--- config.mk ---
export PLATFORM = sky130hd
export DESIGN_NAME = wrmf_sort_cell
export DESIGN_NICKNAME = d
export VERILOG_FILES = /design/src/hdl/wrmf_pkg.sv /design/src/hdl/wrmf_sort_cell.sv
export SDC_FILE = /design/constraint.sdc
export NUM_CORES = 1
export LEC_CHECK = 0
export BUFFER_PORTS_ARGS = -buffer_cell sky130_fd_sc_hd__buf_2
export CAP_MARGIN = 15
export CORE_AREA = 2 2 201 203
export CTS_CLUSTER_DIAMETER = 150
export DETAILED_ROUTE_END_ITERATION = 10
export DIE_AREA = 0 0 203 205
export HOLD_SLACK_MARGIN = 0.02
export PLACE_DENSITY = 0.68
export SLEW_MARGIN = 20
export SYNTH_ARGS = -nofsm -noshare
export SYNTH_HDL_FRONTEND = slang
export SYNTH_SLANG_ARGS = --single-unit
--- constraint.sdc ---
create_clock -name i_clk -period 8.5 [get_ports i_clk]
set_clock_uncertainty 0.1 [all_clocks]
set_input_delay 1.275 -clock i_clk [delete_from_list [all_inputs] [get_ports i_clk]]
set_output_delay 1.275 -clock i_clk [all_outputs]
set_load 0.01 [all_outputs]
--- src/hdl/wrmf_pkg.sv ---
// Shared types and constants of the RGB window rank/mean filter.
// Used by every module of the filter; depends on nothing else.
package wrmf_pkg;

    localparam int MAX_WIDTH  = 1024;
    localparam int MAX_HEIGHT = 4096;
    localparam int WIN_SIDE   = 3;
    localparam int WIN_AREA   = WIN_SIDE * WIN_SIDE;
    localparam int COL_W      = $clog2(MAX_WIDTH);
    localparam int ROW_W      = $clog2(MAX_HEIGHT);
    localparam int SUM_W      = 12;
    localparam int RECIP_W    = 13;
    // floor(sum / 9) == (sum * 7282) >> 16 for every sum up to 9 * 255.
    localparam logic [RECIP_W-1:0] MEAN_RECIP = 13'd7282;

    localparam logic [1:0] REG_WIDTH  = 2'd0;
    localparam logic [1:0] REG_HEIGHT = 2'd1;
    localparam logic [1:0] REG_MODE   = 2'd2;

    localparam logic [1:0] MODE_MAX    = 2'd0;
    localparam logic [1:0] MODE_MEAN   = 2'd1;
    localparam logic [1:0] MODE_MEDIAN = 2'd2;

    typedef struct packed {
        logic [7:0] in_red;
        logic [7:0] in_green;
        logic [7:0] in_blue;
        logic       flush;
    } t_in_item;

    typedef struct packed {
        logic [7:0] out_red;
        logic [7:0] out_green;
        logic [7:0] out_blue;
        logic       frame_end;
    } t_out_item;

    // One stage of the sorting chain: three channels of nine samples.
    typedef struct packed {
        logic                               valid;
        logic                               frame_end;
        logic [2:0][SUM_W-1:0]              sum;
        logic [2:0][WIN_AREA-1:0][7:0]      v;
    } t_stage;

endpackage

--- src/hdl/wrmf_sort_cell.sv ---
// One cell of the odd-even transposition chain: a layer of compare-exchange per channel.
// Cells alternate between even and odd pairs. Depends on wrmf_pkg.
module wrmf_sort_cell (
    input  logic             i_clk,
    input  logic             i_rst_n,
    input  logic             i_en,
    input  logic             i_odd,
    input  wrmf_pkg::t_stage i_data,
    output wrmf_pkg::t_stage o_data
);
    import wrmf_pkg::*;

    t_stage n_data;
    t_stage r_data;

    always_comb begin
        n_data = i_data;
        for (int ch = 0; ch < 3; ch++) begin
            for (int p = 0; p < (WIN_AREA - 1) / 2; p++) begin
                int lo;
                lo = i_odd ? 2 * p + 1 : 2 * p;
                if (i_data.v[ch][lo] > i_data.v[ch][lo + 1]) begin
                    n_data.v[ch][lo]     = i_data.v[ch][lo + 1];
                    n_data.v[ch][lo + 1] = i_data.v[ch][lo];
                end
            end
        end
    end

    always_ff @(posedge i_clk) begin
        if (!i_rst_n) begin
            r_data.valid <= 1'b0;
        end else if (i_en) begin
            r_data.valid <= n_data.valid;
        end
        if (i_en) begin
            r_data.frame_end <= n_data.frame_end;
            r_data.sum       <= n_data.sum;
            r_data.v         <= n_data.v;
        end
    end

    assign o_data = r_data;

endmodule

==> summary.md <==
| Metric | Value |
|---|---|
| Run status | `finished, final reports clean` |
| GRT met3 Usage | `0.04057` |
| Grt met2 use | `0.3480` |
| Synthesized cell area | `16610 sq um` |
| Crit. Startpoint | `i_odd` |
| Most utilized layer in the global route result | `met2` |
| Maximum clock path buffer count | `3` |
| Min Tclk post-route | `4.961 ns` |
| Syn Inst Count | `1381` |
| Total gr overflow | `0` |
| Area of the core | `39370 sq um` |
| Antenna-violating nets left | `0` |
| R2R Path Start | `o_data[253]` |
| Area Overhead vs Synth | `24.26%` |
| Number of max-cap violations | `0` |
| Setup repair after global routing missed its margin | `no` |
| Final period util | `0.5836` |
| Placer Congestion | `0.8786` |
| Vias in the first global route | `12590` |
| Peak supply drop | `around 130 uV` |
| DR pass1 iterations | `5` |
| Largest register FFs | `254` |
| Pwr per Cell Area | `195.7 nW/um^2` |
| Num ports | `512` |
| Die Area | `41620 sq um` |
| Critical Path RT | `8.72 ns` |
| Vias/cell | `5.329` |
| # DRC | `0` |
| Starting DRC count in detailed routing | `569` |
| Wire per inst | `19.13 um` |
| Worst setup EP type | `flip-flop` |
| Reg2reg end | `o_data[253]` |
| CTS tree | `yes` |
| Pins Over Slew Limit | `0` |
| R2R Setup Slk | `7.81 ns` |
| PostCTS Resize Cnt | `0` |
| Chip Height | `slightly above 200 um` |
| Layout Cells excl Fill | `2407` |
| Synth top cells by count | `mux2i_1 (343), edfxtp_1 (253), nand2_1 (110), a21oi_1 (109), mux2_2 (107)` |
| Fmax | `201.6 MHz` |
| Worst slew pin tran | `1.034 ns` |
| Mapped Avg Cell Area | `roughly 12 sq um` |
| Postcts setup bufs | `0` |
| Top_reg_cell synth | `edfxtp_1` |
| Depth of the CTS H-tree | `1` |
| Hold buffer count at cts | `0` |
| Cell internal pwr | `2.844 mW` |
| # setup viols final | `0` |
| Total wire length | `46040 um` |
| Sw Ratio | `0.2958` |
| Worst rel slew slack | `0.3105` |
| CTS Buf Count | `30` |
| Synth async-reset ratio | `0` |
| Post-synthesis sequential area ratio | `0.4587` |
| Startpoint types | `input pin` |
| Die width | `203 um` |
| Via Count | `12830` |
| Seq cells post-synth | `roughly 250` |
| Clk root buf | `clkbuf_16` |
| Final Hold Fails | `0` |
| Syn Nets | `about 1700` |
| CP max FO | `between 100 and 150` |
| Unique masters post-synth | `37` |
| # nets final | `2205` |
| Leak pwr | `9.445 nW` |
| Hold Path Class | `flip-flop to flip-flop` |
| TritonCTS Sinks | `254` |
| Post-synth top area share | `0.4575` |
| Count leader, synth | `mux2i_1` |
| P_sw | `1.195 mW` |
| Layout cell share with drive strength beyond 1 | `0.3780` |
| Initial Util | `0.4218` |
| Clock network power share | `0.323` |
| TNS Setup | `0 ns` |
| Area leader, netlist | `edfxtp_1` |
| Worst r2r path cells | `2` |
| Dominant cells by area after synthesis | `edfxtp_1 (46%), mux2i_1 (21%), mux2_2 (7.3%), ha_1 (7.2%), a21oi_1 (3.3%)` |
| Hpwl dp | `33750 um` |
| YS warnings | `0` |
| Post-synth EDFFs | `253` |
| Largest net degree at the start of global routing | `approximately 150` |
| Gr usage total | `0.2091` |
| Port Buf Inserts | `511` |
| Critical path type | `input pin to flip-flop` |
| Hold WS | `0.4263 ns` |
| M1 GR Usage | `0.2692` |
| Cells after DPL | `about 2300` |
| First-pass GRT wire length | `69830 um` |
| Initial antenna violation count | `11` |
| Row count | `73` |
| Fin area | `a little over 20000 sq um` |
| # fillers | `3495` |
| Worst path arrival time | `5.18 ns` |
| Worst setup endpoint | `o_data[148]` |
| Sequential Power Share | `0.406` |
| Clock transition at path regs | `0.06 ns` |
| Placed cell areas | `19600 sq um` |
| Logic pwr share | `0.272` |
| Clk Latency, worst-skew pair | `0.57 ns` |
layout by cell type (no fill, tap or decap), types with 4 or more instances in the layout:
master / instances
buf_2: 509
mux2i_1: 343
edfxtp_1: 253
nand2_1: 110
a21oi_1: 109
mux2_2: 107
ha_1: 96
o21ai_0: 49
nor2_1: 45
clkbuf_16: 31
nand4_1: 20
a21o_1: 19
nor2b_1: 18
mux2_4: 16
nand3_1: 16
o221ai_1: 16
nand2b_1: 14
o21ai_1: 12
inv_1: 10
diode_2: 9
clkinv_1: 9
o211ai_1: 7
buf_4: 7
clkinv_2: 6
or2_2: 4
clkinvlp_4: 4
bufinv_16: 4
power groups by stage:
stage / Sequential [mW] / Clock, mW / Combinational, mW
after global routing: 1.65 / 1.38 / 1.21
final: 1.64 / 1.30 / 1.10
after floorplan: 1.75 / 0 / 0.588
after detailed placement: 1.66 / 0 / 1.09
after CTS: 1.64 / 1.34 / 1.10
after global placement: 1.66 / 0 / 1.07
layout make-up:
cell class,instances,area (sq um),share of cell area
diodes,9,22.52,0.001091
clock buffers,33,783.3,0.03796
clock inverters,21,206.4,0.01000
inverters,12,45.04,0.002183
multi-input cells,1031,8586,0.4161
flip-flops and latches,254,7617,0.3691
well taps,525,656.9,0.03183
repair buffers,522,2718,0.1317
stage by stage:
stage               power, mW    util  setup WS, ns
floorplan               2.334       -         4.042
global placement        2.731  0.4978         3.073
detailed placement      2.753  0.4978         2.949
CTS                     4.073  0.5229         3.574
global route            4.243  0.5242         3.251
finish                  4.039  0.5242         3.539
critical path, cell delays in order:
cell and delay [ns]:
buf_8 0.54, buf_12 0.52, mux2_2 0.42, ha_1 0.28, and3_1 0.22, a221o_1 0.18
a21oi_2 0.07, a31oi_4 0.65, nor2b_4 0.49, mux2_4 0.35
worst min path at each step:
stage,from,end,slack [ns],depth (start not counted)
2_1_floorplan,o_data[253],o_data[253],0.44,2
3_3_place_gp,o_data[253],o_data[253],0.39,2
3_5_place_dp,o_data[253],o_data[253],0.42,2
4_1_cts,o_data[253],o_data[253],0.43,2
5_1_grt,o_data[253],o_data[253],0.47,2
6_report,o_data[253],o_data[253],0.43,2
layer usage:
metal,up-vias,share of wire
met5,-,0.00028
met4,2,0.029
met3,73,0.061
met2,405,0.49
met1,6099,0.42
li1,6247,-
cell families after synthesis:
group / Yosys count / share of synthesized area
buffers and inverters: 96 / 0.02630
DFF: 254 / 0.4587
adders and majority gates: 96 / 0.07233
and+or+nand+nor: 232 / 0.06374
muxes: 466 / 0.2938
AOI/OAI and AO/OA: 237 / 0.08514
Power figures use the tool's default switching activity.
